[config.mk]
export PLATFORM = sky130hd
export DESIGN_NAME = ipv4_tcp_addr_rewrite_checksum_unit_flat
export DESIGN_NICKNAME = d
export VERILOG_FILES = /design/src/rtl/ipv4rw_pkg.sv /design/src/rtl/ipv4rw_byte_if.sv /design/src/rtl/ipv4rw_result_if.sv /design/src/rtl/ipv4rw_front.sv /design/src/rtl/ipv4rw_fifo.sv /design/src/rtl/ipv4rw_back.sv /design/src/rtl/ipv4_tcp_addr_rewrite_checksum_unit.sv /design/src/flat_wrapper.sv
export SDC_FILE = /design/constraint.sdc
export NUM_CORES = 2
export LEC_CHECK = 0
export ABC_CLOCK_PERIOD_IN_PS = 37600
export BUFFER_PORTS_ARGS = -buffer_cell sky130_fd_sc_hd__buf_4
export CORE_MARGIN = 3
export CORE_UTILIZATION = 70
export CTS_BUF_LIST = sky130_fd_sc_hd__clkbuf_8
export DETAILED_ROUTE_END_ITERATION = 10
export GPL_TIMING_DRIVEN = 0
export PLACE_DENSITY = 0.87
export SYNTH_ARGS = -nofsm -noshare
export SYNTH_HDL_FRONTEND = slang
export SYNTH_HIERARCHICAL = 1
export SYNTH_SLANG_ARGS = --single-unit
[constraint.sdc]
create_clock -name i_clk -period 37.6 [get_ports i_clk]
set_input_delay 3.76 -clock i_clk [delete_from_list [all_inputs] [get_ports i_clk]]
set_output_delay 3.76 -clock i_clk [all_outputs]
set_load 0.005 [all_outputs]
[src/rtl/ipv4rw_pkg.sv]
// Shared types, constants and the one's-complement adder for the address rewrite unit.
package ipv4rw_pkg;

    localparam int MAX_PACKET_BYTES_DEF = 65535;
    localparam int QUEUE_DEPTH_DEF      = 8;

    localparam logic [7:0] PROTO_TCP = 8'd6;

    localparam int ADDR_W  = 32;
    localparam int SUM_W   = 16;
    localparam int CFG_W   = 32;

    typedef enum logic [0:0] {
        CFG_MATCH   = 1'b0,
        CFG_REPLACE = 1'b1
    } t_cfg_idx;

    typedef enum logic [1:0] {
        ACT_NONE = 2'd0,
        ACT_DST  = 2'd1,
        ACT_SRC  = 2'd2,
        ACT_BAD  = 2'd3
    } t_action;

    typedef enum logic [1:0] {
        SEL_NONE = 2'd0,
        SEL_HDR  = 2'd1,
        SEL_SEG  = 2'd2
    } t_sum_sel;

    typedef enum logic [0:0] {
        ST_ACCUM = 1'b0,
        ST_FIN   = 1'b1
    } t_back_state;

    typedef struct packed {
        logic [SUM_W-1:0]  word;
        t_sum_sel          sel;
        logic              fin;
        logic              bad;
        logic              tcp;
        logic [SUM_W-1:0]  seglen;
        logic [ADDR_W-1:0] src;
        logic [ADDR_W-1:0] dst;
    } t_word_entry;

    function automatic logic [SUM_W-1:0] oc_add(input logic [SUM_W-1:0] a,
                                                input logic [SUM_W-1:0] b);
        logic [SUM_W:0] s;
        s = {1'b0, a} + {1'b0, b};
        return s[SUM_W-1:0] + {{(SUM_W-1){1'b0}}, s[SUM_W]};
    endfunction

endpackage

[src/rtl/ipv4rw_byte_if.sv]
// Input channel carrying one packet byte per word with a last flag.
interface ipv4rw_byte_if;
    logic       valid;
    logic       ready;
    logic [7:0] data_byte;
    logic       last;

    modport source (output valid, output data_byte, output last, input ready);
    modport sink   (input valid, input data_byte, input last, output ready);
endinterface

[src/rtl/ipv4rw_result_if.sv]
// Output channel carrying one rewrite result per packet.
interface ipv4rw_result_if;
    logic        valid;
    logic        ready;
    logic [1:0]  action;
    logic [31:0] new_source;
    logic [31:0] new_destination;
    logic [15:0] header_checksum;
    logic [15:0] segment_checksum;

    modport source (output valid, output action, output new_source,
                    output new_destination, output header_checksum,
                    output segment_checksum, input ready);
    modport sink   (input valid, input action, input new_source,
                    input new_destination, input header_checksum,
                    input segment_checksum, output ready);
endinterface

[src/rtl/ipv4rw_front.sv]
// Front end: takes packet bytes, pairs them into words and classifies each word.
module ipv4rw_front #(
    parameter int MAX_PACKET_BYTES = ipv4rw_pkg::MAX_PACKET_BYTES_DEF
) (
    input  logic                     i_clk,
    input  logic                     i_rst_n,
    ipv4rw_byte_if.sink              i_in,
    input  logic                     i_full,
    output logic                     o_push,
    output ipv4rw_pkg::t_word_entry  o_entry
);
    import ipv4rw_pkg::*;

    localparam int CW = $clog2(MAX_PACKET_BYTES + 1);
    localparam int XW = CW + 1;

    logic [CW-1:0]  r_cnt, n_cnt;
    logic [3:0]     r_ihl, n_ihl;
    logic [7:0]     r_proto, n_proto;
    logic [31:0]    r_src, n_src;
    logic [31:0]    r_dst, n_dst;
    logic [7:0]     r_pend, n_pend;

    logic           accept;
    logic           counted;
    logic           has_word;
    logic [15:0]    word;
    logic [XW-1:0]  start;
    logic [XW-1:0]  hb;
    logic [XW-1:0]  len;
    logic           tcp;
    logic           hdr_excl;
    t_sum_sel       sel;

    assign i_in.ready = !i_full;
    assign accept     = i_in.valid && !i_full;
    assign counted    = (r_cnt != CW'(MAX_PACKET_BYTES));

    always_comb begin
        n_cnt   = r_cnt;
        n_ihl   = r_ihl;
        n_proto = r_proto;
        n_src   = r_src;
        n_dst   = r_dst;
        n_pend  = r_pend;
        if (counted) begin
            n_cnt = r_cnt + 1'b1;
            if (r_cnt == '0) begin
                n_ihl = i_in.data_byte[3:0];
            end
            if (r_cnt == CW'(9)) begin
                n_proto = i_in.data_byte;
            end
            if (r_cnt >= CW'(12) && r_cnt <= CW'(15)) begin
                n_src = {r_src[23:0], i_in.data_byte};
            end
            if (r_cnt >= CW'(16) && r_cnt <= CW'(19)) begin
                n_dst = {r_dst[23:0], i_in.data_byte};
            end
            if (!r_cnt[0]) begin
                n_pend = i_in.data_byte;
            end
        end
    end

    always_comb begin
        if (counted && r_cnt[0]) begin
            has_word = 1'b1;
            word     = {r_pend, i_in.data_byte};
        end else if (counted) begin
            has_word = i_in.last;
            word     = {i_in.data_byte, 8'h00};
        end else begin
            has_word = i_in.last && r_cnt[0];
            word     = {r_pend, 8'h00};
        end
    end

    assign start    = {1'b0, r_cnt[CW-1:1], 1'b0};
    assign hb       = XW'({n_ihl, 2'b00});
    assign len      = XW'(n_cnt);
    assign tcp      = (n_proto == PROTO_TCP);
    assign hdr_excl = (start == XW'(10)) || (start >= XW'(12) && start <= XW'(18));

    always_comb begin
        if (!has_word) begin
            sel = SEL_NONE;
        end else if (start < hb) begin
            sel = hdr_excl ? SEL_NONE : SEL_HDR;
        end else begin
            sel = (start == hb + XW'(16)) ? SEL_NONE : SEL_SEG;
        end
    end

    always_comb begin
        o_entry.word   = word;
        o_entry.sel    = sel;
        o_entry.fin    = i_in.last;
        o_entry.bad    = (len < XW'(20)) || (n_ihl < 4'd5) || (len < hb) ||
                         (tcp && (len < hb + XW'(20)));
        o_entry.tcp    = tcp;
        o_entry.seglen = 16'(len - hb);
        o_entry.src    = n_src;
        o_entry.dst    = n_dst;
    end

    assign o_push = accept && (has_word || i_in.last);

    always_ff @(posedge i_clk) begin
        if (!i_rst_n) begin
            r_cnt   <= '0;
            r_ihl   <= '0;
            r_proto <= '0;
            r_src   <= '0;
            r_dst   <= '0;
            r_pend  <= '0;
        end else if (accept) begin
            if (i_in.last) begin
                r_cnt   <= '0;
                r_ihl   <= '0;
                r_proto <= '0;
                r_src   <= '0;
                r_dst   <= '0;
                r_pend  <= '0;
            end else begin
                r_cnt   <= n_cnt;
                r_ihl   <= n_ihl;
                r_proto <= n_proto;
                r_src   <= n_src;
                r_dst   <= n_dst;
                r_pend  <= n_pend;
            end
        end
    end

endmodule

[src/rtl/ipv4rw_fifo.sv]
// Short queue of classified words between the front and back ends.
module ipv4rw_fifo #(
    parameter int DEPTH = ipv4rw_pkg::QUEUE_DEPTH_DEF
) (
    input  logic                     i_clk,
    input  logic                     i_rst_n,
    input  logic                     i_push,
    input  ipv4rw_pkg::t_word_entry  i_entry,
    input  logic                     i_pop,
    output logic                     o_full,
    output logic                     o_empty,
    output ipv4rw_pkg::t_word_entry  o_entry
);
    import ipv4rw_pkg::*;

    localparam int PW = $clog2(DEPTH);
    localparam int NW = $clog2(DEPTH + 1);

    t_word_entry    r_mem [DEPTH];
    logic [PW-1:0]  r_wr, r_rd;
    logic [NW-1:0]  r_count;
    logic           do_push, do_pop;

    assign o_full  = (r_count == NW'(DEPTH));
    assign o_empty = (r_count == '0);
    assign o_entry = r_mem[r_rd];
    assign do_push = i_push && !o_full;
    assign do_pop  = i_pop && !o_empty;

    always_ff @(posedge i_clk) begin
        if (do_push) begin
            r_mem[r_wr] <= i_entry;
        end
    end

    always_ff @(posedge i_clk) begin
        if (!i_rst_n) begin
            r_wr    <= '0;
            r_rd    <= '0;
            r_count <= '0;
        end else begin
            if (do_push) begin
                r_wr <= (r_wr == PW'(DEPTH - 1)) ? '0 : r_wr + 1'b1;
            end
            if (do_pop) begin
                r_rd <= (r_rd == PW'(DEPTH - 1)) ? '0 : r_rd + 1'b1;
            end
            if (do_push && !do_pop) begin
                r_count <= r_count + 1'b1;
            end else if (do_pop && !do_push) begin
                r_count <= r_count - 1'b1;
            end
        end
    end

`ifndef SYNTHESIS
    a_count_range: assert property (@(posedge i_clk) disable iff (!i_rst_n)
        r_count <= NW'(DEPTH))
        else $error("queue count beyond depth");
    a_no_push_full: assert property (@(posedge i_clk) disable iff (!i_rst_n)
        o_full |-> !i_push)
        else $error("push into full queue");
    a_no_pop_empty: assert property (@(posedge i_clk) disable iff (!i_rst_n)
        o_empty |-> !i_pop)
        else $error("pop from empty queue");
`endif

endmodule

[src/rtl/ipv4rw_back.sv]
// Back end: running sums, rewrite decision, checksum finish and result register.
module ipv4rw_back (
    input  logic                     i_clk,
    input  logic                     i_rst_n,
    input  logic                     i_cfg_we,
    input  ipv4rw_pkg::t_cfg_idx     i_cfg_idx,
    input  logic [31:0]              i_cfg_data,
    input  logic                     i_empty,
    input  ipv4rw_pkg::t_word_entry  i_entry,
    output logic                     o_pop,
    ipv4rw_result_if.source          o_out
);
    import ipv4rw_pkg::*;

    localparam logic [2:0] STEP_SRC_HI = 3'd0;
    localparam logic [2:0] STEP_SRC_LO = 3'd1;
    localparam logic [2:0] STEP_DST_HI = 3'd2;
    localparam logic [2:0] STEP_DST_LO = 3'd3;
    localparam logic [2:0] STEP_PROTO  = 3'd4;
    localparam logic [2:0] STEP_LAST   = 3'd5;

    logic [31:0]  r_match, r_replace;
    t_back_state  r_state, n_state;
    logic [2:0]   r_step, n_step;
    logic [15:0]  r_hsum, n_hsum;
    logic [15:0]  r_ssum, n_ssum;
    t_action      r_act, n_act;
    logic         r_tcp, n_tcp;
    logic [15:0]  r_seglen, n_seglen;
    logic [31:0]  r_src, n_src;
    logic [31:0]  r_dst, n_dst;

    logic         r_ov, n_ov;
    t_action      r_o_act, n_o_act;
    logic [31:0]  r_o_src, n_o_src;
    logic [31:0]  r_o_dst, n_o_dst;
    logic [15:0]  r_o_hck, n_o_hck;
    logic [15:0]  r_o_sck, n_o_sck;

    logic         can_load;
    logic [15:0]  h_op, s_op;

    assign can_load = !r_ov || o_out.ready;

    always_comb begin
        unique case (r_step)
            STEP_SRC_HI: begin h_op = r_src[31:16]; s_op = r_src[31:16]; end
            STEP_SRC_LO: begin h_op = r_src[15:0];  s_op = r_src[15:0];  end
            STEP_DST_HI: begin h_op = r_dst[31:16]; s_op = r_dst[31:16]; end
            STEP_DST_LO: begin h_op = r_dst[15:0];  s_op = r_dst[15:0];  end
            STEP_PROTO:  begin h_op = '0;           s_op = 16'(PROTO_TCP); end
            default:     begin h_op = '0;           s_op = r_seglen;     end
        endcase
    end

    always_comb begin
        n_state  = r_state;
        n_step   = r_step;
        n_hsum   = r_hsum;
        n_ssum   = r_ssum;
        n_act    = r_act;
        n_tcp    = r_tcp;
        n_seglen = r_seglen;
        n_src    = r_src;
        n_dst    = r_dst;
        n_ov     = r_ov && !o_out.ready;
        n_o_act  = r_o_act;
        n_o_src  = r_o_src;
        n_o_dst  = r_o_dst;
        n_o_hck  = r_o_hck;
        n_o_sck  = r_o_sck;
        o_pop    = 1'b0;
        unique case (r_state)
            ST_ACCUM: begin
                if (!i_empty) begin
                    o_pop = 1'b1;
                    unique case (i_entry.sel)
                        SEL_HDR:  n_hsum = oc_add(r_hsum, i_entry.word);
                        SEL_SEG:  n_ssum = oc_add(r_ssum, i_entry.word);
                        SEL_NONE: ;
                        default:  ;
                    endcase
                    if (i_entry.fin) begin
                        n_state  = ST_FIN;
                        n_step   = STEP_SRC_HI;
                        n_tcp    = i_entry.tcp;
                        n_seglen = i_entry.seglen;
                        n_src    = i_entry.src;
                        n_dst    = i_entry.dst;
                        n_act    = ACT_NONE;
                        if (i_entry.bad) begin
                            n_act = ACT_BAD;
                        end else if (i_entry.tcp && i_entry.dst == r_match) begin
                            n_dst = r_replace;
                            n_act = ACT_DST;
                        end else if (i_entry.tcp && i_entry.src == r_replace) begin
                            n_src = r_match;
                            n_act = ACT_SRC;
                        end
                    end
                end
            end
            ST_FIN: begin
                if (r_step != STEP_LAST) begin
                    n_hsum = oc_add(r_hsum, h_op);
                    n_ssum = oc_add(r_ssum, s_op);
                    n_step = r_step + 1'b1;
                end else if (can_load) begin
                    n_ov    = 1'b1;
                    n_o_act = r_act;
                    if (r_act == ACT_BAD) begin
                        n_o_src = '0;
                        n_o_dst = '0;
                        n_o_hck = '0;
                        n_o_sck = '0;
                    end else begin
                        n_o_src = r_src;
                        n_o_dst = r_dst;
                        n_o_hck = ~r_hsum;
                        n_o_sck = r_tcp ? ~oc_add(r_ssum, s_op) : '0;
                    end
                    n_hsum  = '0;
                    n_ssum  = '0;
                    n_state = ST_ACCUM;
                end
            end
            default: n_state = ST_ACCUM;
        endcase
    end

    always_ff @(posedge i_clk) begin
        if (!i_rst_n) begin
            r_match   <= '0;
            r_replace <= '0;
        end else if (i_cfg_we) begin
            unique case (i_cfg_idx)
                CFG_MATCH:   r_match   <= i_cfg_data;
                CFG_REPLACE: r_replace <= i_cfg_data;
                default:     ;
            endcase
        end
    end

    always_ff @(posedge i_clk) begin
        if (!i_rst_n) begin
            r_state <= ST_ACCUM;
            r_step  <= '0;
            r_hsum  <= '0;
            r_ssum  <= '0;
            r_ov    <= 1'b0;
        end else begin
            r_state <= n_state;
            r_step  <= n_step;
            r_hsum  <= n_hsum;
            r_ssum  <= n_ssum;
            r_ov    <= n_ov;
        end
    end

    always_ff @(posedge i_clk) begin
        r_act    <= n_act;
        r_tcp    <= n_tcp;
        r_seglen <= n_seglen;
        r_src    <= n_src;
        r_dst    <= n_dst;
        r_o_act  <= n_o_act;
        r_o_src  <= n_o_src;
        r_o_dst  <= n_o_dst;
        r_o_hck  <= n_o_hck;
        r_o_sck  <= n_o_sck;
    end

    assign o_out.valid            = r_ov;
    assign o_out.action           = r_o_act;
    assign o_out.new_source       = r_o_src;
    assign o_out.new_destination  = r_o_dst;
    assign o_out.header_checksum  = r_o_hck;
    assign o_out.segment_checksum = r_o_sck;

`ifndef SYNTHESIS
    a_no_pop_in_fin: assert property (@(posedge i_clk) disable iff (!i_rst_n)
        (r_state == ST_FIN) |-> !o_pop)
        else $error("word taken while finishing a packet");
    a_step_range: assert property (@(posedge i_clk) disable iff (!i_rst_n)
        r_step <= STEP_LAST)
        else $error("finish step out of range");
    a_bad_zero: assert property (@(posedge i_clk) disable iff (!i_rst_n)
        (r_ov && r_o_act == ACT_BAD) |->
            (r_o_src == '0 && r_o_dst == '0 && r_o_hck == '0 && r_o_sck == '0))
        else $error("malformed result carries nonzero fields");
    a_sums_clear: assert property (@(posedge i_clk) disable iff (!i_rst_n)
        (r_state == ST_FIN && n_state == ST_ACCUM) |=> (r_hsum == '0 && r_ssum == '0))
        else $error("sums not cleared after a packet");
`endif

endmodule

[src/rtl/ipv4_tcp_addr_rewrite_checksum_unit.sv]
// Top level of the IPv4 TCP address rewrite and checksum recompute unit.
// Packet bytes are taken one per cycle while the word queue has room. Each
// packet end holds the back end for address and pseudo-header additions, so
// with the default eight-entry queue packets of twelve bytes or more sustain
// one byte per cycle while results are taken; the result of a packet is
// registered after those additions and waits in an output register, where it
// blocks the finish of the next packet until it is taken.
module ipv4_tcp_addr_rewrite_checksum_unit #(
    parameter int MAX_PACKET_BYTES = ipv4rw_pkg::MAX_PACKET_BYTES_DEF,
    parameter int QUEUE_DEPTH      = ipv4rw_pkg::QUEUE_DEPTH_DEF
) (
    input  logic                  i_clk,
    input  logic                  i_rst_n,
    input  logic                  i_cfg_we,
    input  ipv4rw_pkg::t_cfg_idx  i_cfg_idx,
    input  logic [31:0]           i_cfg_data,
    ipv4rw_byte_if.sink           i_in,
    ipv4rw_result_if.source       o_out
);
    import ipv4rw_pkg::*;

    logic         push, pop, full, empty;
    t_word_entry  push_entry, head_entry;

    ipv4rw_front #(
        .MAX_PACKET_BYTES(MAX_PACKET_BYTES)
    ) u_front (
        .i_clk   (i_clk),
        .i_rst_n (i_rst_n),
        .i_in    (i_in),
        .i_full  (full),
        .o_push  (push),
        .o_entry (push_entry)
    );

    ipv4rw_fifo #(
        .DEPTH(QUEUE_DEPTH)
    ) u_fifo (
        .i_clk   (i_clk),
        .i_rst_n (i_rst_n),
        .i_push  (push),
        .i_entry (push_entry),
        .i_pop   (pop),
        .o_full  (full),
        .o_empty (empty),
        .o_entry (head_entry)
    );

    ipv4rw_back u_back (
        .i_clk      (i_clk),
        .i_rst_n    (i_rst_n),
        .i_cfg_we   (i_cfg_we),
        .i_cfg_idx  (i_cfg_idx),
        .i_cfg_data (i_cfg_data),
        .i_empty    (empty),
        .i_entry    (head_entry),
        .o_pop      (pop),
        .o_out      (o_out)
    );

endmodule

[src/flat_wrapper.sv]
// flat-port wrapper written by rule: the top's interface ports become plain ports
module ipv4_tcp_addr_rewrite_checksum_unit_flat import ipv4rw_pkg::*;
#(
    parameter int MAX_PACKET_BYTES = ipv4rw_pkg::MAX_PACKET_BYTES_DEF,
    parameter int QUEUE_DEPTH      = ipv4rw_pkg::QUEUE_DEPTH_DEF
)
  (i_clk, i_rst_n, i_cfg_we, i_cfg_idx, i_cfg_data, i_in_valid, i_in_data_byte, i_in_last, i_in_ready, o_out_valid, o_out_action, o_out_new_source, o_out_new_destination, o_out_header_checksum, o_out_segment_checksum, o_out_ready);
  ipv4rw_byte_if i_in_i ();
  ipv4rw_result_if o_out_i ();
  input  logic i_clk;
  input  logic i_rst_n;
  input  logic i_cfg_we;
  input  ipv4rw_pkg::t_cfg_idx i_cfg_idx;
  input  logic [31:0] i_cfg_data;
  input wire logic [$bits(i_in_i.valid)-1:0] i_in_valid;
  input wire logic [$bits(i_in_i.data_byte)-1:0] i_in_data_byte;
  input wire logic [$bits(i_in_i.last)-1:0] i_in_last;
  output wire logic [$bits(i_in_i.ready)-1:0] i_in_ready;
  output wire logic [$bits(o_out_i.valid)-1:0] o_out_valid;
  output wire logic [$bits(o_out_i.action)-1:0] o_out_action;
  output wire logic [$bits(o_out_i.new_source)-1:0] o_out_new_source;
  output wire logic [$bits(o_out_i.new_destination)-1:0] o_out_new_destination;
  output wire logic [$bits(o_out_i.header_checksum)-1:0] o_out_header_checksum;
  output wire logic [$bits(o_out_i.segment_checksum)-1:0] o_out_segment_checksum;
  input wire logic [$bits(o_out_i.ready)-1:0] o_out_ready;
  assign i_in_i.valid = i_in_valid;
  assign i_in_i.data_byte = i_in_data_byte;
  assign i_in_i.last = i_in_last;
  assign i_in_ready = i_in_i.ready;
  assign o_out_valid = o_out_i.valid;
  assign o_out_action = o_out_i.action;
  assign o_out_new_source = o_out_i.new_source;
  assign o_out_new_destination = o_out_i.new_destination;
  assign o_out_header_checksum = o_out_i.header_checksum;
  assign o_out_segment_checksum = o_out_i.segment_checksum;
  assign o_out_i.ready = o_out_ready;
  ipv4_tcp_addr_rewrite_checksum_unit #(.MAX_PACKET_BYTES(MAX_PACKET_BYTES), .QUEUE_DEPTH(QUEUE_DEPTH)) u_core (.i_clk(i_clk), .i_rst_n(i_rst_n), .i_cfg_we(i_cfg_we), .i_cfg_idx(i_cfg_idx), .i_cfg_data(i_cfg_data), .i_in(i_in_i), .o_out(o_out_i));
endmodule
* Word-level counts from Yosys, hierarchy flattened
Memory sizes are Yosys's and may differ from the RTL's. A register that Yosys moved wholly into a read port is not among the register bits.
Index checks and enable logic that the tools add are counted.
** Storage, ports and cells
- Register bits :: 392
- Word-level logic and storage cells :: 195
- Output and inout port bits :: 100
- Bits of input ports :: 47
- RAM bits :: 808
- Memories kept :: 1
** Memories
- u_core.u_fifo.r_mem :: words 8, width 101, read ports 1, clocked after Yosys merged registers in 1, wr ports 1, RTL line ipv4rw_fifo.sv:19 : t_word_entry r_mem [DEPTH];
** Operators by class
- Add/sub/neg operators :: 17
- Eq/ne operators :: 25
- Reductions and logical operators :: 42
- Bitwise logic cells :: 7
- Muxes and demuxes :: 65
- Order comparisons :: 11
** Operator list (count)
- two-way mux 32 bit :: 11
- two-way mux 16 bit :: 11
- one-hot mux 16 bit (5 select lines) :: 1
- adder 16 x 16 -> 17 bit :: 4
- adder 16 x 1 -> 16 bit :: 4
- equality test 32 bit :: 2
- one-hot mux 16 bit (2 select lines) :: 2
- one-hot mux 16 bit (4 select lines) :: 1
- two-way mux 8 bit :: 6
- greater-or-equal comparator 16 x 4 -> 1 bit (second input constant) :: 2
- <= comparator 16 x 5 -> 1 bit (second input constant) :: 2
- < comparator 16 x 6 -> 1 bit :: 2
- inverter 16 bit :: 2
- two-way mux 3 bit :: 7
- two-way mux 4 bit :: 5
- AND reduction 3 bit :: 6
- adder 16 x 1 -> 16 bit (second input constant) :: 1
- equality test 16 x 4 -> 1 bit (second input constant) :: 1
- equality test 16 x 7 -> 1 bit :: 1
- greater-or-equal comparator 16 x 5 -> 1 bit (second input constant) :: 1
- <= comparator 16 x 4 -> 1 bit (second input constant) :: 1
- logical NOT 16 bit :: 1
- < comparator 16 x 5 -> 1 bit (second input constant) :: 1
- < comparator 16 x 7 -> 1 bit :: 1
- other kinds (32) :: 91

* Logic depth before layout (Yosys ltp)
- Depth after elaboration :: 10
- Depth in mapped cells :: 30
- Gate-level depth less buffers :: 25

* Modules after synthesis
Netlist, hierarchy kept.
** By module, submodules not included
- ipv4rw_fifo :: sequential area each 24523.5 µm², area each 31124.9 µm², cells an instance 1243, instances 1
- ipv4rw_back :: sequential area each 7457.2 µm², area each 16658.5 µm², cells an instance 1671, instances 1
- ipv4rw_front :: sequential area each 2001.9 µm², area each 6124.6 µm², cells an instance 679, instances 1

* Worst setup path before layout
No wires, ideal clock.
- Path kind :: input-to-reg
- Start point :: in i_in_valid
- End point :: mem u_core/u_fifo/r_mem[0][0] (netlist bit), enable pin
- Slack :: 22.668 ns
- Stages :: 6
- Setup time :: 0.808 ns
- Path buffers :: 2
- Data arrival time :: 14.123 ns
- Required time :: 36.792 ns
- Path through :: nand2_1 clkbuf_1 nor2_1 a21bo_1 clkbuf_1 nor4_1
** On the way
- Word-level cells in the longest chain between the ends :: 5
** RTL lines
- start: declaration :: RTL line flat_wrapper.sv:15 : input wire logic [$bits(i_in_i.valid)-1:0] i_in_valid;
- logical AND 1 bit :: RTL line ipv4rw_front.sv:36 : assign accept = i_in.valid && !i_full;
- logical AND 1 bit :: RTL line ipv4rw_front.sv:107 : assign o_push = accept && (has_word || i_in.last);
- named net u_core.push :: RTL line ipv4_tcp_addr_rewrite_checksum_unit.sv:22 : logic push, pop, full, empty;
- logical AND 1 bit :: RTL line ipv4rw_fifo.sv:27 : assign do_push = i_push && !o_full;
- two-way mux 1 bit :: RTL line ipv4rw_fifo.sv:31 : if (do_push) begin
- two-way mux 1 bit (implied by the code) :: RTL line ipv4rw_fifo.sv:32 : r_mem[r_wr] <= i_entry;
- end: declaration :: RTL line ipv4rw_fifo.sv:19
The timed path passes the listed nets, and every way through them passes these cells.

* Worst setup path after layout
- Start point :: reg u_core.u_back.r_step[2]
- End point :: reg u_core.u_back.r_o_sck[15], in the netlist u_core/u_back/o_out.segment_checksum[15] (data pin)
** On the way
- Word-level cells in the longest chain between the ends :: 5
- Elaborated cells between the ends (all ways) :: 9
- Classes of those cells :: 2 x add/sub; 4 x eq/ne; 1 x mux; 1 x bitwise; 1 x reduce/logical
** RTL lines
- start: declaration :: RTL line ipv4rw_back.sv:24 : logic [2:0] r_step, n_step;
- start signal: assignment :: RTL line ipv4rw_back.sv:153 : r_step <= n_step;
- equality test 3 bit, or another cell as far along :: RTL line ipv4rw_back.sv:46 : unique case (r_step)
- one-hot mux 16 bit (5 select lines) * :: RTL line ipv4rw_back.sv:46
- adder 16 x 16 -> 17 bit * :: RTL line ipv4rw_pkg.sv:50 : s = {1'b0, a} + {1'b0, b};
- adder 16 x 1 -> 16 bit * :: RTL line ipv4rw_pkg.sv:51 : return s[SUM_W-1:0] + {{(SUM_W-1){1'b0}}, s[SUM_W]};
- inverter 16 bit * :: RTL line ipv4rw_back.sv:120 : n_o_sck = r_tcp ? ~oc_add(r_ssum, s_op) : '0;
- end signal: assignment :: RTL line ipv4rw_back.sv:170 : r_o_sck <= n_o_sck;
- end: declaration :: RTL line ipv4rw_back.sv:38 : logic [15:0] r_o_sck, n_o_sck;
Mark *: on every way between the ends. The rest lies on a longest branch, timed or not.
A chain may end at the register's enable or synchronous reset.

==> flow_metrics.env <==
export IMPL_endpoint_kind="flop"
export IMPL_route_met3_wl_mm=17.1
export IMPL_hold_violations=0
export IMPL_synth_main_ff_cell="edfxtp_1"
export IMPL_yosysTopAreaCell="edfxtp_1"
export IMPL_synth_area_leaders="edfxtp_1 55%, mux4_2 8.4%, dfxtp_1 7.9%"
export IMPL_postLayoutCellArea_um2=61000
export IMPL_cts_tree="yes"
export IMPL_ys_ff_latch=1203
export IMPL_antenna_found_initial=9
export IMPL_netlist_top_cells_count="989 x edfxtp_1, 226 x nand2_1, 217 x mux2_2"
export IMPL_worst_pin_slew_ps=1460
export IMPL_routedWlPerCell_um=28.5
export IMPL_postSynthAreaPerCell_um2=15.0
export IMPL_grt_usage_pct=37.0
export IMPL_wl_met2_mm=70.3
export IMPL_vias_per_cell=6.77
export IMPL_multiInputGateArea_um2=18800
export IMPL_synth_cell_types=106
export IMPL_dpl_cell_area_um2=57300
export IMPL_drc=0
export IMPL_yosysSeqAreaShare_pct=63.0
export IMPL_required_ps=38190
export IMPL_cts_sinks=1203
export IMPL_synth_top_area_share_pct=55.1
export IMPL_syn_nets=3755
export IMPL_drive_gt1_share_pct=24.9
export IMPL_grt_max_degree=41
export IMPL_clockRootBuffer="clkbuf_8"
export IMPL_cts_setup_buffers=0
export IMPL_maxSlewViolCount=0
export IMPL_gp_congestion=0.972
export IMPL_drt_iter0_drc=4788
export IMPL_nNetsFinal=4160
export IMPL_ant_nets=0
export IMPL_pwr_share_clk_pct=24.8
export IMPL_ys_warn_count=6
export IMPL_wl_mm=148
export IMPL_critPathMaxFanout=10
export IMPL_ys_async_sr_fraction_pct=0
export IMPL_final_util_pct=80.2
export IMPL_core_rowCount=101
export IMPL_dieHeight_um=284
export IMPL_drtPass1Iterations=6
export IMPL_coreArea_um2=76100
export IMPL_worstHoldPathType="reg2reg"
export IMPL_clkLatencyLatePin_ps=880
export IMPL_dieArea_um2=80400
export IMPL_fin_skew_ps=60.3
export IMPL_clk_path_buf_depth=3
export IMPL_register_area_um2=34000
export IMPL_fin_crit_sh_pct=21.1
export IMPL_pwr_share_comb_pct=37.8
export IMPL_hold_ws_ps=453
export IMPL_p_seq_share_pct=37.4
export IMPL_cts_resized=0
export IMPL_power_switching_mw=1.56
export IMPL_place_hpwl_mm=103
export IMPL_top_layer="met5"
export IMPL_clkSlewWorstSetupHoldPaths_ps=60
export IMPL_cts_buffers=183
export IMPL_max_slew_margin_pct=2.86
export IMPL_startpoint_type="flop"
export IMPL_ir_worst_vdd_mv=0.0475
export IMPL_status="completed"
export IMPL_wl_met1_mm=53.3
export IMPL_io_pins=147
export IMPL_power_density_nw_per_um2=70.8
export IMPL_setup_violations=0
export IMPL_grt_first_pass_wirelength_mm=220
export IMPL_start_util_pct=70.9
export IMPL_setup_tns_ps=0
export IMPL_synthCells=3593
export IMPL_arrival_ps=8510
export IMPL_synth_edf_count=989
export IMPL_n_fill_cell=3884
export IMPL_ctsHoldBuffers=0
export IMPL_p_int_mw=2.76
export IMPL_min_period_ps=7920
export IMPL_switching_share_pct=36.0
export IMPL_rsz0062_at_grt="false"
export IMPL_max_freq_mhz=126
export IMPL_portBuffers=138
export IMPL_yosysMostFrequentCell="edfxtp_1"
export IMPL_grt_pass1_vias=34400
export IMPL_critical_path_class="reg2reg"
export IMPL_num_vias=35100
export IMPL_cts_htree_levels=4
export IMPL_cap_viol_max_count=0
export IMPL_area_delta_synth_final_pct=13.2
export IMPL_p_leak_nw=21.3
export IMPL_grt_overflow_total=0
export IMPL_die_w_um=284
export IMPL_netlist_area_um2=53900
[cells by family (layout without fill, tap and decap cells)]
group	Yosys count	count (layout)	synth area share, %
muxes	454	454	13.8
xor gates and xnor gates	168	168	2.74
buffers and inverters	246	810	2.29
DFF	1203	1203	63.0
AOI/OAI and AO/OA	550	550	7.00
and+or+nand+nor	857	857	8.37
adders and majority gates	115	115	2.75
other	0	3	0
[power by group through the flow]
stage                     registers [mW]  clock network, mW  logic [mW]
after floorplan                     1.62                  0        1.15
after global placement              1.65                  0        1.54
after detailed placement            1.64                  0        1.58
after CTS                           1.61               1.08        1.60
after global routing                1.62               1.14        1.75
final                               1.61               1.07        1.63
[metrics by stage]
stage / worst slack [ps] / power [mW] / instances
finish: 29680 / 4.32 / 5190
detailed placement: 29830 / 3.22 / 4843
global route: 29260 / 4.50 / 5188
CTS: 29840 / 4.29 / 5187
global placement: 12940 / 3.19 / 4761
floorplan: 22670 / 2.77 / 3593
[critical path, cell delays in order, from the launching register on]
cell and delay, ps:
dfxtp_1 300, clkbuf_1 330, clkbuf_1 420, clkbuf_1 420, inv_1 100, ha_1 210
clkbuf_1 220, clkbuf_1 330, a221oi_1 1260, a21oi_1 180, ha_1 330, buf_2 170
nand2_1 60, o21ai_0 360, nor3_1 190, o21ai_0 350, a21o_1 170, a21o_1 170
ha_1 150, nor2b_1 170, and2_1 220, nand3_1 110, nor4b_2 430, nand4_1 250
nor4_1 430, xnor2_1 170, nor2b_1 170
[area by class of cell]
class	instances	area share, %
Antenna cell	3	0.0123
Buffer	199	1.74
Clock buffer	206	4.65
Clock inverter	138	1.41
Inverter	47	0.289
Multi-Input combinational cell	2144	30.8
Sequential cell	1203	55.7
Tap cell	1030	2.11
Timing Repair Buffer	220	3.34
[layout by cell type, fill, tap and decap left out, types with 20 or more instances in the layout]
cell / count
edfxtp_1: 989
nand2_1: 226
mux2_2: 217
dfxtp_1: 214
clkbuf_8: 210
mux4_2: 202
buf_4: 166
nor2_1: 158
a21oi_1: 149
clkbuf_1: 120
inv_1: 118
nor2b_1: 116
xnor2_1: 112
ha_1: 109
a22oi_1: 101
and2_1: 100
o21ai_0: 77
buf_6: 57
xor2_1: 55
nand3_1: 44
nor3_1: 35
nand4_1: 35
clkinv_2: 27
nor4_1: 24
buf_2: 24
nand2b_1: 21
a21o_1: 21
a221oi_1: 20
buf_1: 20
a211oi_1: 20
mux2_4: 20
[registers in the layout, summed over array words and instances (netlist names), 16 cells and up, named ones only]
name                                  flops
u_core/u_back/r_replace                  32
u_core/u_back/r_dst                      32
u_core/u_fifo/r_mem                     808
u_core/u_front/r_dst                     32
u_core/u_back/r_src                      32
u_core/u_back/r_seglen                   16
u_core/u_back/r_ssum                     16
u_core/u_back/o_out.segment_checksum     16
u_core/u_back/r_hsum                     16
u_core/u_back/o_out.new_destination      32
u_core/u_back/o_out.header_checksum      16
u_core/u_back/r_match                    32
u_core/u_front/r_src                     32
u_core/u_back/o_out.new_source           32
u_core/u_front/r_cnt                     16
[per-layer routing]
layer / vias to the layer above / GRT usage, %
li1: 14800 / -
met1: 17400 / 48.9
met2: 2503 / 58.2
met3: 489 / 10.1
met4: 8 / 16.6
met5: - / 0
[final timing paths]
path                             from  cells after the start  slack (ps)                                  endpoint
max           u_core/u_back/r_step[2]                     26       29680  u_core/u_back/o_out.segment_checksum[15]
min          u_core/u_back/r_match[5]                      2         450                  u_core/u_back/r_match[5]
max reg2reg   u_core/u_back/r_step[2]                     26       29680  u_core/u_back/o_out.segment_checksum[15]
min reg2reg  u_core/u_back/r_match[5]                      2         450                  u_core/u_back/r_match[5]
Power figures use the tool's default switching activity.
